### src/hw/rtl/slt_pkg.sv
// Shared types, constants and the quarter-wave sine table for the tremolo block.
// No dependencies; imported by every module of the block.
package slt_pkg;

	localparam int SAMPLE_BITS      = 24;
	localparam int PHASE_BITS       = 24;
	localparam int SINE_TABLE_DEPTH = 256;    // power of two
	localparam int TAB_BITS         = $clog2(SINE_TABLE_DEPTH);

	localparam int STEP_W  = 24;
	localparam int DEPTH_W = 16;
	localparam int ADDR_W  = 3;
	localparam int DATA_W  = 32;
	localparam logic [DEPTH_W-1:0] DEPTH_FULL = 16'd32768;

	// register index, taken from paddr[2]
	localparam logic REG_PHASE_STEP = 1'b0;
	localparam logic REG_MOD_DEPTH  = 1'b1;

	// decoupling queue
	localparam int Q_DEPTH = 4;
	localparam int Q_PTR_W = $clog2(Q_DEPTH);
	localparam int Q_CNT_W = $clog2(Q_DEPTH + 1);

	typedef struct packed {
		logic signed [SAMPLE_BITS-1:0] sample;
		logic signed [15:0]            sine;    // Q1.15
	} slt_entry_t;

	typedef struct packed {
		logic full;
		logic empty;
	} slt_qstat_t;

	typedef enum logic [1:0] {
		B_IDLE,
		B_GAIN,
		B_PROD,
		B_WRITE
	} slt_bstate_t;

	// Quarter-wave table, Q1.15 magnitudes, built at elaboration with a
	// Q30 Taylor series (terms up to x^13/13!).
	typedef logic [14:0] sine_tab_t [SINE_TABLE_DEPTH];

	localparam logic [63:0] Q30_ONE     = 64'd1073741824;
	localparam logic [63:0] Q30_HALF_PI = 64'd1686629713;

	function automatic sine_tab_t build_sine_tab();
		sine_tab_t   tab;
		logic [63:0] x;
		logic [63:0] x2;
		logic [63:0] t;
		logic [63:0] s;
		for (int k = 0; k < SINE_TABLE_DEPTH; k++) begin
			x  = (64'(k) * Q30_HALF_PI) / SINE_TABLE_DEPTH;
			x2 = (x * x) >> 30;
			t  = Q30_ONE;
			t  = Q30_ONE - (((x2 * t) >> 30) / 156);
			t  = Q30_ONE - (((x2 * t) >> 30) / 110);
			t  = Q30_ONE - (((x2 * t) >> 30) / 72);
			t  = Q30_ONE - (((x2 * t) >> 30) / 42);
			t  = Q30_ONE - (((x2 * t) >> 30) / 20);
			t  = Q30_ONE - (((x2 * t) >> 30) / 6);
			s  = (x * t) >> 30;
			s  = (s + 64'd16384) >> 15;
			if (s > 64'd32767) begin
				s = 64'd32767;
			end
			tab[k] = s[14:0];
		end
		return tab;
	endfunction

	localparam sine_tab_t SINE_TAB = build_sine_tab();

endpackage

### src/hw/rtl/slt_front.sv
// Front end: takes sample requests, looks up the LFO sine for the current
// phase and advances the phase accumulator. Depends on slt_pkg.
module slt_front
	import slt_pkg::*;
(
	input  logic                          clk,
	input  logic                          arst_n,
	input  logic                          push,
	output logic                          full,
	input  logic signed [SAMPLE_BITS-1:0] sample_in,
	input  logic [STEP_W-1:0]             phase_step,
	input  slt_qstat_t                    qstat,
	output logic                          q_wr,
	output slt_entry_t                    q_wr_data
);

	localparam int QB = PHASE_BITS - 2;

	logic [PHASE_BITS-1:0]        phase_q;
	logic [PHASE_BITS+STEP_W-1:0] step_wide;
	logic [PHASE_BITS-1:0]        step_al;
	logic [QB-1:0]                frac;
	logic [QB+TAB_BITS-1:0]       frac_wide;
	logic [TAB_BITS-1:0]          idx;
	logic signed [15:0]           mag;

	assign full = qstat.full;
	assign q_wr = push && !qstat.full;

	// step is a 24-bit fraction; rescale to the accumulator width
	assign step_wide = {phase_step, {PHASE_BITS{1'b0}}};
	assign step_al   = step_wide[PHASE_BITS+STEP_W-1:STEP_W];

	// mirror in odd quadrants, negate in the second half of the cycle
	assign frac      = phase_q[QB-1:0] ^ {QB{phase_q[QB]}};
	assign frac_wide = {frac, {TAB_BITS{1'b0}}};
	assign idx       = frac_wide[QB+TAB_BITS-1:QB];
	assign mag       = $signed({1'b0, SINE_TAB[idx]});

	assign q_wr_data.sample = sample_in;
	assign q_wr_data.sine   = phase_q[PHASE_BITS-1] ? -mag : mag;

	always_ff @(posedge clk or negedge arst_n) begin
		if (!arst_n) begin
			phase_q <= '0;
		end else if (q_wr) begin
			phase_q <= phase_q + step_al;
		end
	end

endmodule

### src/hw/rtl/slt_fifo.sv
// Short queue between front and back end, flop based.
// Depends on slt_pkg.
module slt_fifo
	import slt_pkg::*;
(
	input  logic       clk,
	input  logic       arst_n,
	input  logic       wr_en,
	input  slt_entry_t wr_data,
	input  logic       rd_en,
	output slt_entry_t rd_data,
	output slt_qstat_t qstat
);

	slt_entry_t         mem_q [Q_DEPTH];
	logic [Q_PTR_W-1:0] wr_ptr_q;
	logic [Q_PTR_W-1:0] rd_ptr_q;
	logic [Q_CNT_W-1:0] count_q;

	assign qstat.full  = (count_q == Q_CNT_W'(Q_DEPTH));
	assign qstat.empty = (count_q == '0);
	assign rd_data     = mem_q[rd_ptr_q];

	always_ff @(posedge clk) begin
		if (wr_en) begin
			mem_q[wr_ptr_q] <= wr_data;
		end
	end

	always_ff @(posedge clk or negedge arst_n) begin
		if (!arst_n) begin
			wr_ptr_q <= '0;
			rd_ptr_q <= '0;
			count_q  <= '0;
		end else begin
			if (wr_en) begin
				wr_ptr_q <= wr_ptr_q + 1'b1;
			end
			if (rd_en) begin
				rd_ptr_q <= rd_ptr_q + 1'b1;
			end
			if (wr_en && !rd_en) begin
				count_q <= count_q + 1'b1;
			end else if (rd_en && !wr_en) begin
				count_q <= count_q - 1'b1;
			end
		end
	end

`ifndef SYNTHESIS
	a_no_overflow: assert property (@(posedge clk) disable iff (!arst_n)
		wr_en |-> !qstat.full) else $error("queue written while full");
	a_no_underflow: assert property (@(posedge clk) disable iff (!arst_n)
		rd_en |-> !qstat.empty) else $error("queue read while empty");
	a_count_up: assert property (@(posedge clk) disable iff (!arst_n)
		(wr_en && !rd_en) |=> count_q == $past(count_q) + 1'b1)
		else $error("queue count did not follow write");
`endif

endmodule

### src/hw/rtl/slt_back.sv
// Back end: forms the LFO gain, multiplies, rounds and saturates, and holds
// the result for the output side. Depends on slt_pkg.
module slt_back
	import slt_pkg::*;
(
	input  logic                          clk,
	input  logic                          arst_n,
	input  logic [DEPTH_W-1:0]            mod_depth,
	input  slt_qstat_t                    qstat,
	input  slt_entry_t                    q_rd_data,
	output logic                          q_rd,
	input  logic                          pop,
	output logic                          empty,
	output logic signed [SAMPLE_BITS-1:0] sample_out
);

	localparam int GAIN_W = 33;
	localparam int PROD_W = SAMPLE_BITS + GAIN_W;
	localparam int Y_W    = PROD_W - 31;
	localparam logic signed [Y_W-1:0] Y_MAX = {3'b000, {(SAMPLE_BITS-1){1'b1}}};
	localparam logic signed [Y_W-1:0] Y_MIN = {3'b111, {(SAMPLE_BITS-1){1'b0}}};
	localparam logic signed [PROD_W-1:0] RND = {{(PROD_W-31){1'b0}}, 1'b1, 30'b0};

	slt_bstate_t state_q, state_d;
	logic ld_gain, ld_prod, ld_out;

	logic signed [SAMPLE_BITS-1:0] sample_s1;
	logic signed [15:0]            sine_s1;
	logic signed [GAIN_W-1:0]      gain_s2;
	logic signed [PROD_W-1:0]      prod_s3;
	logic signed [SAMPLE_BITS-1:0] result_q;
	logic                          out_valid_q;

	logic signed [16:0]       sine_off;
	logic signed [16:0]       depth_s;
	logic signed [33:0]       gmul;
	logic signed [34:0]       gsum;
	logic signed [PROD_W-1:0] prod_next;
	logic signed [PROD_W-1:0] rnd;
	logic signed [Y_W-1:0]    y;
	logic signed [Y_W-1:0]    y_sat;

	// gain = 2^31 + depth * (sine - 1.0), Q1.31
	assign sine_off  = 17'(sine_s1) - 17'sd32768;
	assign depth_s   = $signed({1'b0, mod_depth});
	assign gmul      = depth_s * sine_off;
	assign gsum      = 35'sd2147483648 + 35'(gmul);
	assign prod_next = PROD_W'(sample_s1) * PROD_W'(gain_s2);

	// round half up at bit 31, then clamp
	assign rnd = prod_s3 + RND;
	assign y   = $signed(rnd[PROD_W-1:31]);
	always_comb begin
		if (y > Y_MAX) begin
			y_sat = Y_MAX;
		end else if (y < Y_MIN) begin
			y_sat = Y_MIN;
		end else begin
			y_sat = y;
		end
	end

	always_comb begin
		state_d = state_q;
		case (state_q)
			B_IDLE:  if (!qstat.empty) state_d = B_GAIN;
			B_GAIN:  state_d = B_PROD;
			B_PROD:  state_d = B_WRITE;
			B_WRITE: if (!out_valid_q || pop) state_d = B_IDLE;
			default: state_d = B_IDLE;
		endcase
	end

	always_comb begin
		q_rd    = 1'b0;
		ld_gain = 1'b0;
		ld_prod = 1'b0;
		ld_out  = 1'b0;
		case (state_q)
			B_IDLE:  q_rd = !qstat.empty;
			B_GAIN:  ld_gain = 1'b1;
			B_PROD:  ld_prod = 1'b1;
			B_WRITE: ld_out = !out_valid_q || pop;
			default: ;
		endcase
	end

	always_ff @(posedge clk or negedge arst_n) begin
		if (!arst_n) begin
			state_q     <= B_IDLE;
			out_valid_q <= 1'b0;
		end else begin
			state_q <= state_d;
			if (ld_out) begin
				out_valid_q <= 1'b1;
			end else if (pop) begin
				out_valid_q <= 1'b0;
			end
		end
	end

	always_ff @(posedge clk) begin
		if (q_rd) begin
			sample_s1 <= q_rd_data.sample;
			sine_s1   <= q_rd_data.sine;
		end
		if (ld_gain) begin
			gain_s2 <= gsum[GAIN_W-1:0];
		end
		if (ld_prod) begin
			prod_s3 <= prod_next;
		end
		if (ld_out) begin
			result_q <= y_sat[SAMPLE_BITS-1:0];
		end
	end

	assign empty      = !out_valid_q;
	assign sample_out = result_q;

`ifndef SYNTHESIS
	a_hold_result: assert property (@(posedge clk) disable iff (!arst_n)
		(state_q == B_WRITE && out_valid_q && !pop) |=> (out_valid_q && $stable(result_q)))
		else $error("waiting result overwritten");
`endif

endmodule

### src/hw/rtl/sine_lfo_tremolo.sv
// Sine LFO tremolo, top level: register port and wiring of front, queue and back.
// Depends on slt_pkg, slt_front, slt_fifo, slt_back.
//
// Tremolo: every sample request pushed in comes back once, in order, scaled
// by gain = (1 - depth/2) + (depth/2)*sin(2*pi*phase), rounded half up and
// saturated to 24 bits. The phase used is the one held before the request;
// it then advances by phase_step (24-bit fraction of a cycle, wraps).
// Registers: phase_step at byte 0x0, mod_depth (Q1.15, written values above
// 0x8000 read back as 0x8000) at 0x4; write only while no request is in flight.
// Timing: the front end takes a request every cycle while its four-entry
// queue has room; the back end works through one request at a time (queue
// read, gain multiply, sample multiply, round/saturate) and takes the next
// from the queue only after writing the last; the write waits while the
// output register holds a result not yet popped. There is no clearing pass.
module sine_lfo_tremolo
	import slt_pkg::*;
(
	input  logic                          clk,
	input  logic                          arst_n,
	// sample request side
	input  logic                          push,
	output logic                          full,
	input  logic signed [SAMPLE_BITS-1:0] sample_in,
	// result side
	output logic                          empty,
	input  logic                          pop,
	output logic signed [SAMPLE_BITS-1:0] sample_out,
	// register port
	input  logic                          psel,
	input  logic                          penable,
	input  logic                          pwrite,
	input  logic [ADDR_W-1:0]             paddr,
	input  logic [DATA_W-1:0]             pwdata,
	output logic [DATA_W-1:0]             prdata,
	output logic                          pready
);

	logic [STEP_W-1:0]  phase_step_q;
	logic [DEPTH_W-1:0] mod_depth_q;
	logic               reg_wr;
	logic [DEPTH_W-1:0] depth_wr;

	slt_qstat_t qstat;
	slt_entry_t q_wr_data;
	slt_entry_t q_rd_data;
	logic       q_wr;
	logic       q_rd;

	// register access: pready tied high, index from paddr[2]
	assign pready   = 1'b1;
	assign reg_wr   = psel && penable && pwrite && pready;
	assign depth_wr = (pwdata[DEPTH_W-1:0] > DEPTH_FULL) ? DEPTH_FULL : pwdata[DEPTH_W-1:0];

	always_ff @(posedge clk or negedge arst_n) begin
		if (!arst_n) begin
			phase_step_q <= '0;
			mod_depth_q  <= '0;
		end else if (reg_wr) begin
			case (paddr[2])
				REG_PHASE_STEP: phase_step_q <= pwdata[STEP_W-1:0];
				REG_MOD_DEPTH:  mod_depth_q  <= depth_wr;
				default: ;
			endcase
		end
	end

	always_comb begin
		case (paddr[2])
			REG_PHASE_STEP: prdata = {{(DATA_W-STEP_W){1'b0}}, phase_step_q};
			REG_MOD_DEPTH:  prdata = {{(DATA_W-DEPTH_W){1'b0}}, mod_depth_q};
			default:        prdata = '0;
		endcase
	end

	// front: accept, sine lookup, phase advance
	slt_front u_front (
		.clk        (clk),
		.arst_n     (arst_n),
		.push       (push),
		.full       (full),
		.sample_in  (sample_in),
		.phase_step (phase_step_q),
		.qstat      (qstat),
		.q_wr       (q_wr),
		.q_wr_data  (q_wr_data)
	);

	// decoupling queue
	slt_fifo u_fifo (
		.clk     (clk),
		.arst_n  (arst_n),
		.wr_en   (q_wr),
		.wr_data (q_wr_data),
		.rd_en   (q_rd),
		.rd_data (q_rd_data),
		.qstat   (qstat)
	);

	// back: gain, multiply, round/saturate, output holding register
	slt_back u_back (
		.clk        (clk),
		.arst_n     (arst_n),
		.mod_depth  (mod_depth_q),
		.qstat      (qstat),
		.q_rd_data  (q_rd_data),
		.q_rd       (q_rd),
		.pop        (pop),
		.empty      (empty),
		.sample_out (sample_out)
	);

endmodule

### config.mk
export PLATFORM = sky130hd
export DESIGN_NAME = sine_lfo_tremolo
export DESIGN_NICKNAME = d
export VERILOG_FILES = /design/src/hw/rtl/slt_pkg.sv /design/src/hw/rtl/slt_front.sv /design/src/hw/rtl/slt_fifo.sv /design/src/hw/rtl/slt_back.sv /design/src/hw/rtl/sine_lfo_tremolo.sv
export SDC_FILE = /design/constraint.sdc
export NUM_CORES = 2
export LEC_CHECK = 0
export ABC_AREA = 1
export BUFFER_PORTS_ARGS = -buffer_cell sky130_fd_sc_hd__buf_2
export CORE_UTILIZATION = 45
export CTS_BUF_LIST = sky130_fd_sc_hd__clkbuf_4
export CTS_CLUSTER_DIAMETER = 120
export DETAILED_ROUTE_END_ITERATION = 16
export PLACE_DENSITY_LB_ADDON = 0.05
export SLEW_MARGIN = 0
export SYNTH_ARGS = -nofsm -noshare
export SYNTH_HDL_FRONTEND = slang
export SYNTH_SLANG_ARGS = --single-unit
### constraint.sdc
create_clock -name clk -period 9.8 [get_ports clk]
set_input_delay 1.96 -clock clk [delete_from_list [all_inputs] [get_ports clk]]
set_output_delay 1.96 -clock clk [all_outputs]
set_load 0.02 [all_outputs]
== Word-level counts from Yosys, hierarchy flattened ==
Memories as Yosys holds them, arrays and structs flattened. A register that Yosys moved wholly into a read port is not among the register bits.
Index checks and enable logic that the tools add are counted.

* Word-level logic and storage cells: 74
* Input bits: 66
* RAM bits: 160
* Register bits after elaboration: 188
* Bits in read-only memories: 3,840
* Memories kept: 2
* Output and inout bits: 59

* Add/sub/neg operators: 9
* Reductions and logical operators: 18
* Magnitude comparators: 4
* Bitwise gates (word level): 3
* Multiplexer cells: 19
* Multipliers: 2
* Equal/unequal tests: 6

{| class="wikitable"
|+ Memories
! name !! words !! bits a word !! read ports !! clocked after memory_dff !! wr ports !! line !! source
|-
| (name not given) || 256 || 15 || 1 || 0 || 0 || slt_front.sv:38 || <nowiki>assign mag = $signed({1'b0, SINE_TAB[idx]});</nowiki>
|-
| u_fifo.mem_q || 4 || 40 || 1 || 1 || 1 || slt_fifo.sv:15 || <nowiki>slt_entry_t mem_q [Q_DEPTH];</nowiki>
|}

{| class="wikitable"
|+ Operators with widths
! kind !! number
|-
| $pmux 32 s2 || 1
|-
| $add 57x32->57 const B || 1
|-
| $mul 24x33->57 || 1
|-
| $add 33x33->33 const A || 1
|-
| $mul 17x17->33 || 1
|-
| $mux 16 || 2
|-
| $mux 15 || 2
|-
| $gt 26x24->1 const B || 1
|-
| $lt 26x24->1 const B || 1
|-
| $add 24x24->24 || 1
|-
| $mux 24 || 1
|-
| $xor 22x22->22 || 1
|-
| $sub 16x17->17 const B || 1
|-
| $gt 16x16->1 const B || 1
|-
| $neg 15->16 || 1
|-
| $ge 9x9->1 const B || 1
|-
| $not 8->9 || 1
|-
| $mux 1 || 8
|-
| $pmux 2 s4 || 1
|-
| $mux 3 || 2
|-
| $reduce_and 2->1 || 3
|-
| $logic_and 1x1->1 || 5
|-
| $logic_not 1->1 || 5
|-
| $add 2x1->2 const B || 2
|-
| 13 further kinds || 16
|}

== Longest topological paths before layout ==
* Depth after elaboration: 7
* Gate-level depth with buffers: 32
* Gate-level depth less buffers: 30

== Cells and area by module ==
Synthesis repeated with hierarchy kept, for this count alone.

* Cell total of the unflattened synthesis: 7,310
* Area total of the unflattened synthesis: 58,763.9 um^2

{| class="wikitable"
|+ Modules (own cells, without submodules)
! module !! sequential area each (um^2) !! times used !! cells an instance !! area an instance (um^2)
|-
| slt_back || 3,798.6 || 1 || 5,346 || 43,386.6
|-
| slt_fifo || 4,979.8 || 1 || 515 || 6,982.9
|-
| slt_front || 600.6 || 1 || 1,178 || 6,397.4
|-
| sine_lfo_tremolo || 1,001.0 || 1 || 271 || 1,996.9
|}

== Worst setup path before layout ==
Ideal clock, no wire load.

* Kind: reg-to-reg
* Start: register u_back.gain_s2[32]
* End: register u_back.prod_s3[50], data pin
* Cell stages (with the launch flop): 23
* Library setup time: 0.252 ns
* Slack: 2.962 ns
* Clock period less this slack: 6.838 ns
* Buffers on the path: 1
* Required time: 9.548 ns
* Data arrival time: 6.585 ns
* Cell sequence: edfxtp_1 -> clkbuf_1 -> nand2_1 -> inv_1 -> fa_1 -> fa_1 -> inv_1 -> fa_1 -> inv_1 -> fa_1 -> fa_1 -> fa_1 -> fa_1 -> ha_1 -> nand2_1 -> nor2_1 -> inv_1 -> nor2_1 -> inv_1 -> nor3_1 -> or3b_2 -> nand3_1 -> nand2_1

* Cells in the longest elaborated chain, start to end: 1

{| class="wikitable"
|+ Ends and longest elaborated chain
! what !! line !! source
|-
| start, declared || slt_back.sv:29 || <nowiki>logic signed [GAIN_W-1:0] gain_s2;</nowiki>
|-
| start signal, assigned || slt_back.sv:108 || <nowiki>gain_s2 <= gsum[GAIN_W-1:0];</nowiki>
|-
| $mul 24x33->57 || slt_back.sv:48 || <nowiki>assign prod_next = PROD_W'(sample_s1) * PROD_W'(gain_s2);</nowiki>
|-
| net u_back.prod_next[50] || slt_back.sv:38 || <nowiki>logic signed [PROD_W-1:0] prod_next;</nowiki>
|-
| end signal, assigned || slt_back.sv:111 || <nowiki>prod_s3 <= prod_next;</nowiki>
|-
| end, declared || slt_back.sv:30 || <nowiki>logic signed [PROD_W-1:0] prod_s3;</nowiki>
|}

The timed path passes the listed nets, and every way through them passes these cells.
A chain may end at the register's enable or synchronous reset.

== Final worst setup path ==
* Start: register u_back.sample_s1[0], read port of u_fifo.mem_q
* End: register u_back.prod_s3[50], data pin

* Cells in the longest elaborated chain, start to end: 1

{| class="wikitable"
|+ Ends and longest elaborated chain
! what !! line !! source
|-
| start, declared || slt_back.sv:27 || <nowiki>logic signed [SAMPLE_BITS-1:0] sample_s1;</nowiki>
|-
| $mul 24x33->57 || slt_back.sv:48 ||
|-
| net u_back.prod_next[50] || slt_back.sv:38 ||
|}

The timed path passes the listed nets, and every way through them passes these cells.

==> results.yml <==
floorplanning:
  start_util: 0.456
  chipWidth_um: 357
  core_area_mm2: 0.124
  rows: 129
  dieArea_mm2: 0.128
  ios: 125
  die_h_um: 357
clock_network:
  cts_max_level: 3
  cts_hold_buf: 0
  post_cts_buffers: 0
  clk-insertion-delay-late_ns: 1.04
  cts.sinks: 358
  ctsResizeCount: 0
  cts.reportedPaths.clkPinSlew_ns: 0.07
  clockBufferDepth: 3
  numCtsBuffers: 98
  tritoncts: "built"
  cts-root-buf: "clkbuf_4"
critical_path:
  cp_data_arrival_time_ns: 8.32
  end_kind: "flip-flop"
  reg2reg_to: "u_back.prod_s3[50]"
  worstSetupPathType: "flip-flop to flip-flop"
  worstSetupEndpoint: "u_back.prod_s3[50]"
  r2r_slack_ns: 2.09
  cp_data_required_time_ns: 10.41
  start_kind: "flip-flop"
  cp_max_fo: 32
  cp-startpoint: "u_back.sample_s1[0]"
  reg2reg_from: "u_back.sample_s1[0]"
  reg2reg_depth: 22
detailed_routing:
  routed_wire_length_per_instance_um: 18.9
  drc: 0
  vias: 43700
  drt-total-wl_um: 162000
  ant_nets: 0
  vias_per_cell: 5.09
  drt_first_pass_iters: 6
  drtIter0Drc: 2994
global_routing:
  track_usage: 0.262
  met1_usage: 0.351
  grt.busiest_layer: "met2"
  grt_max_degree: 82
  grt_pass1_vias: 46200
  grt_pass1_wl_um: 258000
  antenna_found_initial: 9
  grt_use_met3: 0.0345
  grt_overflow_total: 0
  gr-usage-met2: 0.442
place:
  port_buffers: 105
  place.gp.congestion: 0.967
  dp_hpwl_um: 123000
yosys:
  yosys_most_used_dff: "edfxtp_1"
  ys_ff_latch: 358
  yosys_warnings: 0
  netlist_area_mm2: 0.0568
  syn_inst: 6869
  synth_edf_count: 284
  syn_area_per_cell_um2: 8.27
  async_flop_share: 0.207
  ys_types: 54
  seq_area_frac_synth: 0.183
cells_and_area:
  layout-drive-gt1-share: 0.0656
  fillers: 12400
  nets: 8257
  area_growth_pct: 5.83
sta:
  period_share: 0.787
  period_needed_ns: 7.71
  hold_viol: 0
  maxSlewViolCount: 0
  rsz0062_at_grt: "no"
  skew_ns: 0.186
  setup_viol_count_final: 0
  tightest_slew_ns: 1.06
  finalSetupTns_ns: 0
  fmax_ghz: 0.130
  max_slew_margin: 0.295
worst_hold_path:
  hp-class: "flip-flop to flip-flop"
outcome:
  status: "finished, final reports clean"
flow_run:
  cap_violations: 0
==> stage by stage <==
stage / util / setup slack [ns] / hold WS (ns) / std cells / cell area, µm²
after global routing: 0.483 / 1.58 / 0.467 / 8567 / 60100
final: 0.483 / 2.09 / 0.450 / 8571 / 60100
after floorplan: - / 2.96 / 0.446 / 6876 / 56800
after CTS: 0.483 / 1.97 / 0.423 / 8562 / 60100
after global placement: 0.472 / 2.11 / 0.458 / 8381 / 58700
after detailed placement: 0.472 / 2.06 / 0.472 / 8381 / 58700
==> area by class of cell <==
cell class                 instances  area (µm²)  area share
multi-input combinational       4452       38500       0.642
sequential                       358       10400       0.173
inverter                        1737        6520       0.109
tap                             1637        2050      0.0341
timing repair buffer             197        1220      0.0203
clock buffer                     145        1090      0.0181
clock inverter                    36         255     0.00425
antenna                            9        22.5    0.000375
==> cell families after synthesis <==
group | share of synthesized area
simple gates | 0.165
buf+inv | 0.140
fa+ha+maj | 0.431
compound gates | 0.0593
flops | 0.183
xor+xnor | 0.0182
mux | 0.00317
other cells | 0.000132
==> sequential cells by signal (all words and copies together), names as in the netlist <==
| name | cells |
|---|---|
| u_front.phase_q | 24 |
| u_fifo.rd_ptr_q | 2 |
| phase_step_q | 24 |
| u_fifo.mem_q | 160 |
| u_back.sample_out | 24 |
| u_back.gain_s2 | 33 |
| u_fifo.wr_ptr_q | 2 |
| u_fifo.count_q | 3 |
| u_back.prod_s3 | 27 |
| mod_depth_q | 16 |
| u_back.sample_s1 | 24 |
| u_back.out_valid_q | 1 |
| u_back.sine_s1 | 16 |
| u_back.state_q | 2 |
==> per-layer routing <==
layer  part of all wire  wire length, µm
met5            0.00032               52
met4              0.027             4300
met3              0.058             9340
met2               0.48            77500
met1               0.44            70400
==> worst max-delay path: stages (launching register included) <==
cell and delay, ns:
edfxtp_1 0.32, buf_4 0.40, nand2_1 0.18, inv_1 0.16, fa_1 0.54, fa_1 0.71
inv_1 0.22, fa_1 0.58, inv_1 0.45, fa_1 0.54, fa_1 0.57, fa_1 0.44
fa_1 0.46, ha_1 0.41, nand2_1 0.12, nor2_1 0.20, inv_1 0.08, nor2_1 0.10
inv_1 0.06, nor3_1 0.18, or3b_2 0.48, nand3_1 0.08, nand2_1 0.06
==> worst min-delay path by stage <==
stage                   startpoint                  end  slack (ns)  cells after the start
3_3_place_gp    u_front.phase_q[0]   u_front.phase_q[0]        0.46                      2
5_1_grt        u_fifo.mem_q[0][21]  u_back.sample_s1[5]        0.47                      2
3_5_place_dp    u_front.phase_q[0]   u_front.phase_q[0]        0.47                      2
4_1_cts        u_fifo.mem_q[0][21]  u_back.sample_s1[5]        0.42                      2
6_report       u_fifo.mem_q[0][21]  u_back.sample_s1[5]        0.45                      2
2_1_floorplan   u_front.phase_q[0]   u_front.phase_q[0]        0.45                      2
==> layout by cell type (no fill, tap or decap), types with 16 or more instances in the layout <==
cell / instances
a21oi_1: 204
a31oi_1: 27
buf_2: 104
buf_4: 93
clkbuf_4: 145
clkinv_1: 20
dfrtp_1: 72
edfxtp_1: 284
fa_1: 1017
ha_1: 329
inv_1: 1725
mux2_2: 16
nand2_1: 1684
nand2_2: 18
nand3_1: 203
nand4_1: 29
nor2_1: 337
nor3_1: 23
o211ai_1: 17
o21a_1: 18
o21ai_0: 258
o22ai_1: 41
xnor2_1: 42
xor2_1: 71
==> synthesized netlist by cell type, types with 16 or more instances <==
master	n	area (µm²)
mux2_2	16	180
a21oi_1	205	1030
o21ai_0	258	1290
ha_1	330	4130
nand4_1	29	181
nor3_1	23	115
clkbuf_1	272	1020
fa_1	1017	20400
xor2_1	71	622
inv_1	1727	6480
dfrtp_1	74	1850
nand2_1	1685	6320
o211ai_1	17	128
buf_4	20	150
nor2_1	343	1290
buf_2	27	135
xnor2_1	43	377
o22ai_1	41	257
o21a_1	18	135
edfxtp_1	284	8530
nand2_2	17	106
a31oi_1	27	169
nand3_1	203	1020
Power is not shown: default switching activity piles up to over one toggle a cycle in this logic, so the estimate is an artifact.
